### src/rtl/pads_pkg.sv
// types and constants of the diagonal smoother
// no dependencies
`default_nettype none
package pads_pkg;
  typedef enum logic [2:0] {ST_IDLE, ST_READ, ST_CALC, ST_BLEND} pads_state_t;

  localparam int WIN_TAPS = 9;
  localparam int WIN_CENTRE = 4;
  localparam logic [7:0] ALPHA_LIMIT = 8'd128;
  localparam logic [7:0] THIRD_MUL = 8'd171;
  localparam logic CMD_PIXEL = 1'b0;
  localparam logic CMD_DRAIN = 1'b1;
  localparam logic REG_WIDTH = 1'b0;
  localparam logic REG_HEIGHT = 1'b1;

  typedef struct packed {
    logic       accept;
    logic       rd_en;
    logic [3:0] rd_idx;
    logic       cap_en;
    logic [3:0] cap_idx;
    logic       calc;
    logic       load;
  } pads_cmd_t;

  typedef struct packed {
    logic emit_req;
    logic out_free;
  } pads_stat_t;
endpackage
`default_nettype wire

### src/rtl/pads_ctrl.sv
// controller state machine of the smoother
// depends on pads_pkg
`default_nettype none
module pads_ctrl import pads_pkg::*; (
  input  wire logic       clk,
  input  wire logic       rst_n,
  input  wire logic       in_tvalid,
  output logic            in_tready,
  input  wire pads_stat_t stat,
  output pads_cmd_t       cmd
);
  pads_state_t state_r, state_nxt;
  logic [3:0]  step_r, step_nxt;

  always_ff @(posedge clk) begin
    if (!rst_n) begin
      state_r <= ST_IDLE;
      step_r  <= '0;
    end else begin
      state_r <= state_nxt;
      step_r  <= step_nxt;
    end
  end

  always_comb begin
    state_nxt   = state_r;
    step_nxt    = step_r;
    in_tready   = 1'b0;
    cmd         = '0;
    cmd.rd_idx  = step_r;
    cmd.cap_idx = step_r - 4'd1;
    unique case (state_r)
      ST_IDLE: begin
        in_tready  = 1'b1;
        cmd.accept = in_tvalid;
        step_nxt   = '0;
        if (in_tvalid && stat.emit_req) state_nxt = ST_READ;
      end
      ST_READ: begin
        cmd.rd_en  = (step_r < 4'(WIN_TAPS));
        cmd.cap_en = (step_r != 4'd0);
        step_nxt   = step_r + 4'd1;
        if (step_r == 4'(WIN_TAPS)) state_nxt = ST_CALC;
      end
      ST_CALC: begin
        cmd.calc  = 1'b1;
        state_nxt = ST_BLEND;
      end
      ST_BLEND: begin
        if (stat.out_free) begin
          cmd.load  = 1'b1;
          state_nxt = ST_IDLE;
        end
      end
      default: state_nxt = ST_IDLE;
    endcase
  end
endmodule
`default_nettype wire

### config.mk
export PLATFORM = sky130hd
export DESIGN_NAME = pads_ctrl
export DESIGN_NICKNAME = d
export VERILOG_FILES = /design/src/rtl/pads_pkg.sv /design/src/rtl/pads_ctrl.sv
export SDC_FILE = /design/constraint.sdc
export NUM_CORES = 1
export LEC_CHECK = 0
export BUFFER_PORTS_ARGS = -buffer_cell sky130_fd_sc_hd__buf_2
export CAP_MARGIN = 30
export CORE_AREA = 3 3 40 42
export CTS_BUF_LIST = sky130_fd_sc_hd__clkbuf_8
export DETAILED_ROUTE_END_ITERATION = 8
export DIE_AREA = 0 0 43 45
export SLEW_MARGIN = 10
export SYNTH_ARGS = -nofsm -noshare
export SYNTH_HDL_FRONTEND = slang
export SYNTH_SLANG_ARGS = --single-unit
### constraint.sdc
create_clock -name clk -period 4.08 [get_ports clk]
set_input_delay 0.204 -clock clk [delete_from_list [all_inputs] [get_ports clk]]
set_output_delay 0.204 -clock clk [all_outputs]
set_load 0.005 [all_outputs]
==> run summary, run 1 <==
SETUP PATH
--------------------------------------------------------------------------------------------------------
Type of element capturing the critical path ...............................................    flip-flop
Kind of cell adding the most delay to the critical path ................................... compound AO/OA/AOI/OAI gates
Number of buffers and inverters on the critical path ......................................            1
Cell with the largest stage delay on the worst path .......................................     a222oi_1
WS Path Type ..............................................................................   reg -> reg
Setup crit start kind .....................................................................    flip-flop
Critical-path maximum fanout ..............................................................           12
FF-to-FF path depth .......................................................................            4
Worst r2r dst ............................................................................. state_r[0]$_SDFFE_PN0P_
Required time at the worst-slack endpoint .................................................      4.22 ns
Series of cell instances along the critical path .......................................... inv_1 -> ha_1 -> a222oi_1 -> mux2i_1
Beginning of the worst register-to-register path .......................................... state_r[1]$_SDFFE_PN0P_
Crit-path max cell delay ..................................................................      0.52 ns
Arrival time of the worst setup path ......................................................      1.78 ns
Internal reg-to-reg setup slack ...........................................................      2.44 ns

DIE
--------------------------------------------------------------------------------------------------------
Effective utilization at floorplan ........................................................        0.382
Height of the die .........................................................................        45 um
Die W .....................................................................................        43 um
Core area .................................................................................     1280 um2
Standard-cell row count ...................................................................           13
Die area ..................................................................................     1940 um2
I/O Pins ..................................................................................           19

GLOBAL ROUTING
--------------------------------------------------------------------------------------------------------
Vias in the first global route ............................................................          395
Largest net degree at the start of global routing .........................................           13
First-pass GRT wire length ................................................................      1650 um
Number of antenna violations at the first check in global routing .........................            0
Global routing usage summed across all routing layers .....................................        0.111
Gr ovfl total .............................................................................            0

TIMING
--------------------------------------------------------------------------------------------------------
Max-Slew Margin vs Limit ..................................................................        0.676
Worst-Margin Slew .........................................................................     0.486 ns
Count of endpoints failing hold in the final timing report ................................            0
Aggregate negative setup slack ............................................................         0 ns
Post-layout worst setup margin ............................................................      2.44 ns
Fmax ......................................................................................      610 MHz
Min cycle time layout .....................................................................      1.64 ns
Final slew viol count .....................................................................            0
Final setup fails .........................................................................            0
Unrepaired setup endpoints after global routing ...........................................           no
Clock skew ................................................................................   0.00197 ns
Period Utilization, post-route ............................................................        0.402

CTS
--------------------------------------------------------------------------------------------------------
Quantity of gates resized following cts ...................................................            0
Post CTS Setup Buffer Count ...............................................................            0
Post-CTS clock slew at the launch and capture registers of the worst setup and hold paths .      0.03 ns
Hold_buf cts ..............................................................................            0
Clock tree buffer depth ...................................................................            2
Clock latency on the worst-skew pair ......................................................      0.22 ns
Clock tree from TritonCTS .................................................................          yes
Total number of H-tree levels .............................................................            1
CTS buffer count ..........................................................................            3
Root cell of the clock tree ...............................................................     clkbuf_8
Clock tree sinks ..........................................................................            6

PLACE
--------------------------------------------------------------------------------------------------------
DP Worst Slack ............................................................................      2.44 ns
Global placer's final weighted congestion .................................................        0.713
Count of port buffers added during placement ..............................................           18
Final HPWL DP .............................................................................       763 um

CELLS AND AREA
--------------------------------------------------------------------------------------------------------
Syn-to-layout area delta ..................................................................        27.6%
# diodes ..................................................................................            0
Share of post-route cells with drive strength above 1 .....................................        0.276
Post-layout nets ..........................................................................           92

PWR
--------------------------------------------------------------------------------------------------------
Total power consumption of the routed design ..............................................       338 uW
Leakage component of the power ............................................................     0.294 nW
Worst IR Drop VDD .........................................................................     0.251 mV
Areal power density over the cells ........................................................   540 nW/um2

WORST HOLD PATH
--------------------------------------------------------------------------------------------------------
Worst Min Path Start ......................................................................        rst_n
HP Class ..................................................................................    in -> reg
Number of cells traversed by the worst hold path ..........................................            3
Sink of the worst hold path ............................................................... state_r[1]$_SDFFE_PN0P_

SYNTH
--------------------------------------------------------------------------------------------------------
Cell variety after synth ..................................................................           22
Warnings from Yosys .......................................................................            0
Cells after synthesis .....................................................................           57
Number of nets produced by synthesis ......................................................           71
Mapped cell area ..........................................................................      490 um2
Mean cell area of the mapped netlist ......................................................     8.60 um2
Share of synthesized area occupied by flip-flops and latches ..............................        0.245
Number of register bits inferred by synthesis .............................................            6

DETAILED ROUTING
--------------------------------------------------------------------------------------------------------
Initial drt markers .......................................................................            6
Ratio of routed vias to standard cells ....................................................         4.88
Total detailed-routing wirelength .........................................................       999 um
DR DRC count ..............................................................................            0
First-pass iteration count of the detailed router .........................................            5
Post-route ant nets .......................................................................            0
Via count .................................................................................          444
Wire per inst .............................................................................      11.0 um

RUN STATUS
--------------------------------------------------------------------------------------------------------
Outcome ................................................................................... finished clean

JOB
--------------------------------------------------------------------------------------------------------
Number of violations of the max-capacitance limit .........................................            0

cell families (layout without fill, tap and decap cells):
kind of cell,Yosys count,after routing,share of synthesized area
AND/OR/NAND/NOR,18,18,0.204
AO/OA/AOI/OAI,10,10,0.140
adder cells (fa/ha/maj),9,9,0.230
buffers and inverters,9,28,0.0842
flip-flops,6,6,0.245
multiplexers,3,3,0.0612
XOR/XNOR,2,2,0.0357
sequential cells by signal (all words and copies together), names as in the netlist:
signal	count
step_r	4
state_r	2
metal layers:
| layer | up-vias | share of wire | global-route usage |
|---|---|---|---|
| li1 | 229 | - | - |
| met1 | 198 | 0.44 | 0.138 |
| met2 | 17 | 0.46 | 0.180 |
| met3 | 0 | 0.10 | 0.0637 |
| met4 | 0 | 0 | 0 |
| met5 | - | 0 | 0 |
cells in the mapped netlist:
cell      number  area, um2
nand2_1        4       15.0
nor2b_1        3       18.8
nand3_1        1       5.00
buf_6          1       11.3
nand2b_1       1       6.26
mux2i_1        3       30.0
xor2_1         2       17.5
nor3b_1        2       15.0
inv_1          7       26.3
a21boi_0       3       22.5
nor3_1         1       5.00
o21ai_0        2       10.0
and2_1         2       12.5
dfxtp_1        6        120
a41oi_1        1       8.76
nand3b_1       2       15.0
o211ai_1       1       7.51
nor2_1         2       7.51
a21oi_1        2       10.0
ha_1           9        113
clkbuf_1       1       3.75
a222oi_1       1       10.0
worst min-delay path, cell delays in order:
cell,delay [ns]
buf_2,0.14
nand2_1,0.07
mux2i_1,0.05
per-stage QoR:
step	utilization	cells	instance area [um2]	hold WS, ns
after floorplan	-	57	490	0.332
after global placement	0.455	88	584	0.512
after detailed placement	0.455	88	584	0.518
after CTS	0.487	91	626	0.298
after global routing	0.487	91	626	0.317
final	0.487	91	626	0.302
worst max-delay path by stage:
stage                              end  slack (ns)  depth (start not counted)                    start
3_5_place_dp   state_r[0]$_SDFFE_PN0P_        2.44                          4  state_r[1]$_SDFFE_PN0P_
3_3_place_gp   state_r[0]$_SDFFE_PN0P_        2.47                          4  state_r[1]$_SDFFE_PN0P_
2_1_floorplan  state_r[0]$_SDFFE_PN0P_        2.63                          4  state_r[0]$_SDFFE_PN0P_
6_report       state_r[0]$_SDFFE_PN0P_        2.44                          4  state_r[1]$_SDFFE_PN0P_
5_1_grt        state_r[1]$_SDFFE_PN0P_        2.27                          4  state_r[1]$_SDFFE_PN0P_
4_1_cts        state_r[0]$_SDFFE_PN0P_        2.41                          4  state_r[1]$_SDFFE_PN0P_
cells in the final DEF, fill, tap and decap left out, drive strengths merged:
cell type  instances
nand2b             1
nand2              4
a21boi             3
clkbuf             3
nand3              1
o21ai              2
mux2i              3
a21oi              2
and2               2
nor2b              3
a41oi              1
nor3               1
inv                7
dfxtp              6
buf               18
a222oi             1
xor2               2
o211ai             1
nor3b              2
nor2               2
ha                 9
nand3b             2
layout make-up:
class	count	area [um2]
multi-input cells	42	329
clock buffers	3	41.3
flip-flops and latches	6	120
repair buffers	18	90.1
inverters	7	26.3
well taps	15	18.8
fillers	134	659
where the power goes:
part	internal (mW)	leakage [nW]	switching (mW)
logic	0.0773	0.223	0.0832
clock network	0.0633	0.0216	0.0244
registers	0.0709	0.0488	0.0186
Note: power is estimated with default switching activity, not from simulation.
==> run 2, diff against run 1 <==
--- a/config.mk
+++ b/config.mk
@@ -5,6 +5,7 @@
 export SDC_FILE = /design/constraint.sdc
 export NUM_CORES = 1
 export LEC_CHECK = 0
+export ABC_AREA = 1
 export BUFFER_PORTS_ARGS = -buffer_cell sky130_fd_sc_hd__buf_2
 export CAP_MARGIN = 30
 export CORE_AREA = 3 3 40 42
==> constraint.sdc (replaced) <==
create_clock -name clk -period 1.65 [get_ports clk]
set_input_delay 0.0825 -clock clk [delete_from_list [all_inputs] [get_ports clk]]
set_output_delay 0.0825 -clock clk [all_outputs]
set_load 0.005 [all_outputs]
==> run 2 against run 1 <==
- die area unchanged
- critical endpoint is now cmd[6]
- clock skew increased by 0.0042 ns
- worst hold slack got worse by 0.17 ns
- largest power group unchanged
- register-to-register slack got worse by 2.1 ns
- via count increased by 3.6%
- critical path depth unchanged
- non-clock buffer count unchanged
- combinational power increased to 3.2 times the previous value
- synthesized cell count increased by 18%
- sequential share of layout area decreased by 0.076 points
- routed wire length increased by 1.7%
- sequential cell count unchanged
==> run summary, run 2 <==
CELLS AND AREA
--------------------------------------------------------------------------------------------------------
Largest register FFs ......................................................................            4   unchanged
Post-layout nets ..........................................................................          104   +13%
Leading cell type in the layout, fill and taps excluded ...................................        buf_2
Share of post-route cells with drive strength above 1 .....................................        0.284   +0.00778
Biggest registers after layout ............................................................ step_r: 4 flops, state_r: 2 flops
Reg with most FFs .........................................................................       step_r
Commonest cells after routing, fill and taps aside ........................................ buf_2, inv_1, nand2_1
Syn-to-layout area delta ..................................................................        31.4%
# diodes ..................................................................................            0   unchanged
Final standard cell area without fillers ..................................................      628 um2   +0.40%

RUN STATUS
--------------------------------------------------------------------------------------------------------
Outcome ................................................................................... finished clean

SYNTH
--------------------------------------------------------------------------------------------------------
Mean cell area of the mapped netlist ......................................................     7.13 um2   -17%
Number of register bits inferred by synthesis .............................................            6   unchanged
Top cells by area in the synthesized netlist .............................................. dfxtp_1, ha_1, inv_1
Post-synthesis share of cell area spent on full adders, half adders and majority gates ....        0.236   +0.00601
Share of synthesized area occupied by flip-flops and latches ..............................        0.251   +0.00641
Synth cell count leaders .................................................................. inv_1, nand2_1, ha_1
Post-synthesis async set-or-reset flop share ..............................................            0   unchanged
Largest family of logic cells by synthesized area .........................................  adder cells
Multiplexer area fraction after synthesis .................................................            0   -0.0612
Primary FF master, synth ..................................................................      dfxtp_1
Simple-gate share of the synthesized area .................................................        0.209   +0.00534
Cells after synthesis .....................................................................           67   +18%
Number of enable flip-flop cells after synthesis ..........................................            0   unchanged
Proportion of netlist area held by the largest area contributor ...........................        0.251   +0.00641
Parity-gate share of the synthesized area counting xor and xnor cells .....................       0.0366   +0.000935
Fraction of the mapped netlist area in compound gates .....................................        0.149   +0.00891
Cell variety after synth ..................................................................           15   -32%
Number of nets produced by synthesis ......................................................           81   +14%
Post-synthesis cell type with the largest combined area ...................................      dfxtp_1
Warnings from Yosys .......................................................................            0   unchanged
Mapped cell area ..........................................................................      478 um2   -2.6%

GLOBAL ROUTING
--------------------------------------------------------------------------------------------------------
Layer with the highest usage after global routing .........................................         met2
Largest net degree at the start of global routing .........................................            7   -6
Gr ovfl total .............................................................................            0   unchanged
First-pass GRT wire length ................................................................      1550 um   -5.9%
Global routing usage summed across all routing layers .....................................        0.118   +0.00751
Met1 capacity usage during global routing .................................................        0.131   -0.00726
Grt met3 use ..............................................................................       0.0717   +0.00797
Met2 global-route usage ...................................................................        0.165   -0.0150
Number of antenna violations at the first check in global routing .........................            0   unchanged
Vias in the first global route ............................................................          380   -3.8%

TIMING
--------------------------------------------------------------------------------------------------------
Final slew viol count .....................................................................            0   unchanged
Final setup fails .........................................................................            0   unchanged
Clock skew ................................................................................   0.00613 ns   +0.00416 ns
Min cycle time layout .....................................................................      1.37 ns
Unrepaired setup endpoints after global routing ...........................................           no
Worst-Margin Slew .........................................................................     0.216 ns   -0.270 ns
Aggregate negative setup slack ............................................................         0 ns   unchanged
Fmax ......................................................................................      731 MHz
Count of endpoints failing hold in the final timing report ................................            0   unchanged
Max-Slew Margin vs Limit ..................................................................        0.856   +0.180
Period Utilization, post-route ............................................................        0.829

PWR
--------------------------------------------------------------------------------------------------------
Total net switching power .................................................................       403 uW   +220%
Internal ..................................................................................       562 uW   +170%
Leakage component of the power ............................................................     0.352 nW   +20%
Switching share of power ..................................................................        0.417   +0.0436
Proportion of power drawn by combinational gates ..........................................        0.528   +0.053
Areal power density over the cells ........................................................  1540 nW/um2   +180%
Part of the power in the clock network ....................................................        0.235   -0.025
Total power consumption of the routed design ..............................................       965 uW   +190%
Sequential fraction of design power .......................................................        0.237   -0.028
Worst IR Drop VDD .........................................................................     0.621 mV   +150%

SETUP PATH
--------------------------------------------------------------------------------------------------------
Arrival time of the worst setup path ......................................................      1.29 ns   -0.49 ns
Series of cell instances along the critical path .......................................... ha_1 -> inv_2 -> a31oi_1 -> buf_2
Setup crit start kind .....................................................................    flip-flop
Required time at the worst-slack endpoint .................................................      1.57 ns   -2.65 ns
WS Path Type ..............................................................................   reg -> out
Crit-path max cell delay ..................................................................      0.40 ns   -0.12 ns
Type of element capturing the critical path ...............................................  output port
Kind of cell adding the most delay to the critical path ...................................   flip-flops
Number of buffers and inverters on the critical path ......................................            2   +1
Critical-path maximum fanout ..............................................................            6   -6
Cell with the largest stage delay on the worst path .......................................      dfxtp_1

DIE
--------------------------------------------------------------------------------------------------------
Standard-cell row count ...................................................................           13   unchanged
Die area ..................................................................................     1940 um2   unchanged
Height of the die .........................................................................        45 um   unchanged
I/O Pins ..................................................................................           19   unchanged
Die W .....................................................................................        43 um   unchanged
Core area .................................................................................     1280 um2   unchanged
Effective utilization at floorplan ........................................................        0.372   -0.00974

CTS
--------------------------------------------------------------------------------------------------------
Clock tree sinks ..........................................................................            6   unchanged
Post-CTS clock slew at the launch and capture registers of the worst setup and hold paths .      0.04 ns   about the same
Clock tree from TritonCTS .................................................................          yes
Clock latency on the worst-skew pair ......................................................      0.23 ns   about the same
CTS buffer count ..........................................................................            3   unchanged
Post CTS Setup Buffer Count ...............................................................            0   unchanged
Root cell of the clock tree ...............................................................     clkbuf_8
Clock tree buffer depth ...................................................................            2   unchanged
Total number of H-tree levels .............................................................            1   unchanged
Quantity of gates resized following cts ...................................................            0   unchanged
Hold_buf cts ..............................................................................            0   unchanged

DETAILED ROUTING
--------------------------------------------------------------------------------------------------------
Total detailed-routing wirelength .........................................................      1020 um   +1.7%
Wire per inst .............................................................................      9.86 um   -10%
Initial drt markers .......................................................................            7   +1
Post-route ant nets .......................................................................            0   unchanged
Ratio of routed vias to standard cells ....................................................         4.47   -8.5%
DR DRC count ..............................................................................            0   unchanged
Via count .................................................................................          460   +3.6%
First-pass iteration count of the detailed router .........................................            4   -1

PLACE
--------------------------------------------------------------------------------------------------------
Count of port buffers added during placement ..............................................           18   unchanged
Final HPWL DP .............................................................................       787 um   +3.1%
Global placer's final weighted congestion .................................................        0.769   +7.9%
Placement-stage cell area .................................................................      587 um2   +0.43%

WORST HOLD PATH
--------------------------------------------------------------------------------------------------------
HP Class ..................................................................................    in -> reg

JOB
--------------------------------------------------------------------------------------------------------
Number of violations of the max-capacitance limit .........................................            0   unchanged

[run 2: changes by cell type in the layout (fill, tap and decap cells not counted), moves of 3 or more]
cell and delta:
nand2_1 +9, a21oi_1 +5, a21boi_0 -3, nand3_1 +3
mux2i_1 -3, nor2b_1 -3, inv_1 +6
[run 2: cells by family (layout without fill, tap and decap cells)]
logic type | Yosys count | after routing
AO/OA/AOI/OAI | 12 | 12
XOR/XNOR | 2 | 2
adder cells (fa/ha/maj) | 9 | 9
buffers and inverters | 15 | 36
flip-flops | 6 | 6
AND/OR/NAND/NOR | 23 | 23
[run 2: power by group through the flow]
stage               Combinational [mW]  Sequential, mW  Clock [mW]
CTS                              0.514           0.229       0.232
detailed placement               0.512           0.231           0
floorplan                        0.342           0.223           0
global route                     0.584           0.237       0.240
global placement                 0.517           0.232           0
finish                           0.509           0.229       0.227
[run 2: worst paths after layout]
kind	depth (start not counted)	slack, ns	from	endpoint
hold / removal	3	0.13	rst_n	step_r[3]$_SDFFE_PN0P_
setup / recovery	4	0.28	state_r[0]$_SDFFE_PN0P_	cmd[6]
hold reg to reg	2	0.56	state_r[1]$_SDFFE_PN0P_	state_r[1]$_SDFFE_PN0P_
setup reg to reg	8	0.33	state_r[0]$_SDFFE_PN0P_	state_r[0]$_SDFFE_PN0P_
[run 2: final cells by class]
class / count / area [um2]
Clock buffer: 3 / 41.3
Fill cell: 126 / 657
Inverter: 15 / 56.3
Multi-Input combinational cell: 46 / 302
Sequential cell: 6 / 120
Tap cell: 15 / 18.8
Timing Repair Buffer: 18 / 90.1
[run 2: metal layers]
layer  wire length [um]  vias up
met1                492      194
met4                 27        0
li1                   -      253
met5                  0        -
met3                 60        5
met2                435        8
[run 2: through the flow]
step | util | setup WS, ns | cells | hold WS [ns]
6_report | 0.489 | 0.282 | 103 | 0.135
5_1_grt | 0.489 | 0.167 | 103 | 0.135
4_1_cts | 0.489 | 0.279 | 103 | 0.129
3_5_place_dp | 0.457 | 0.345 | 100 | 0.368
3_3_place_gp | 0.457 | 0.344 | 100 | 0.364
2_1_floorplan | - | 0.490 | 67 | 0.203
[run 2: worst min-delay path, cell delays in order]
cell,delay [ns]
buf_2,0.13
nand2_1,0.07
nor2_1,0.03
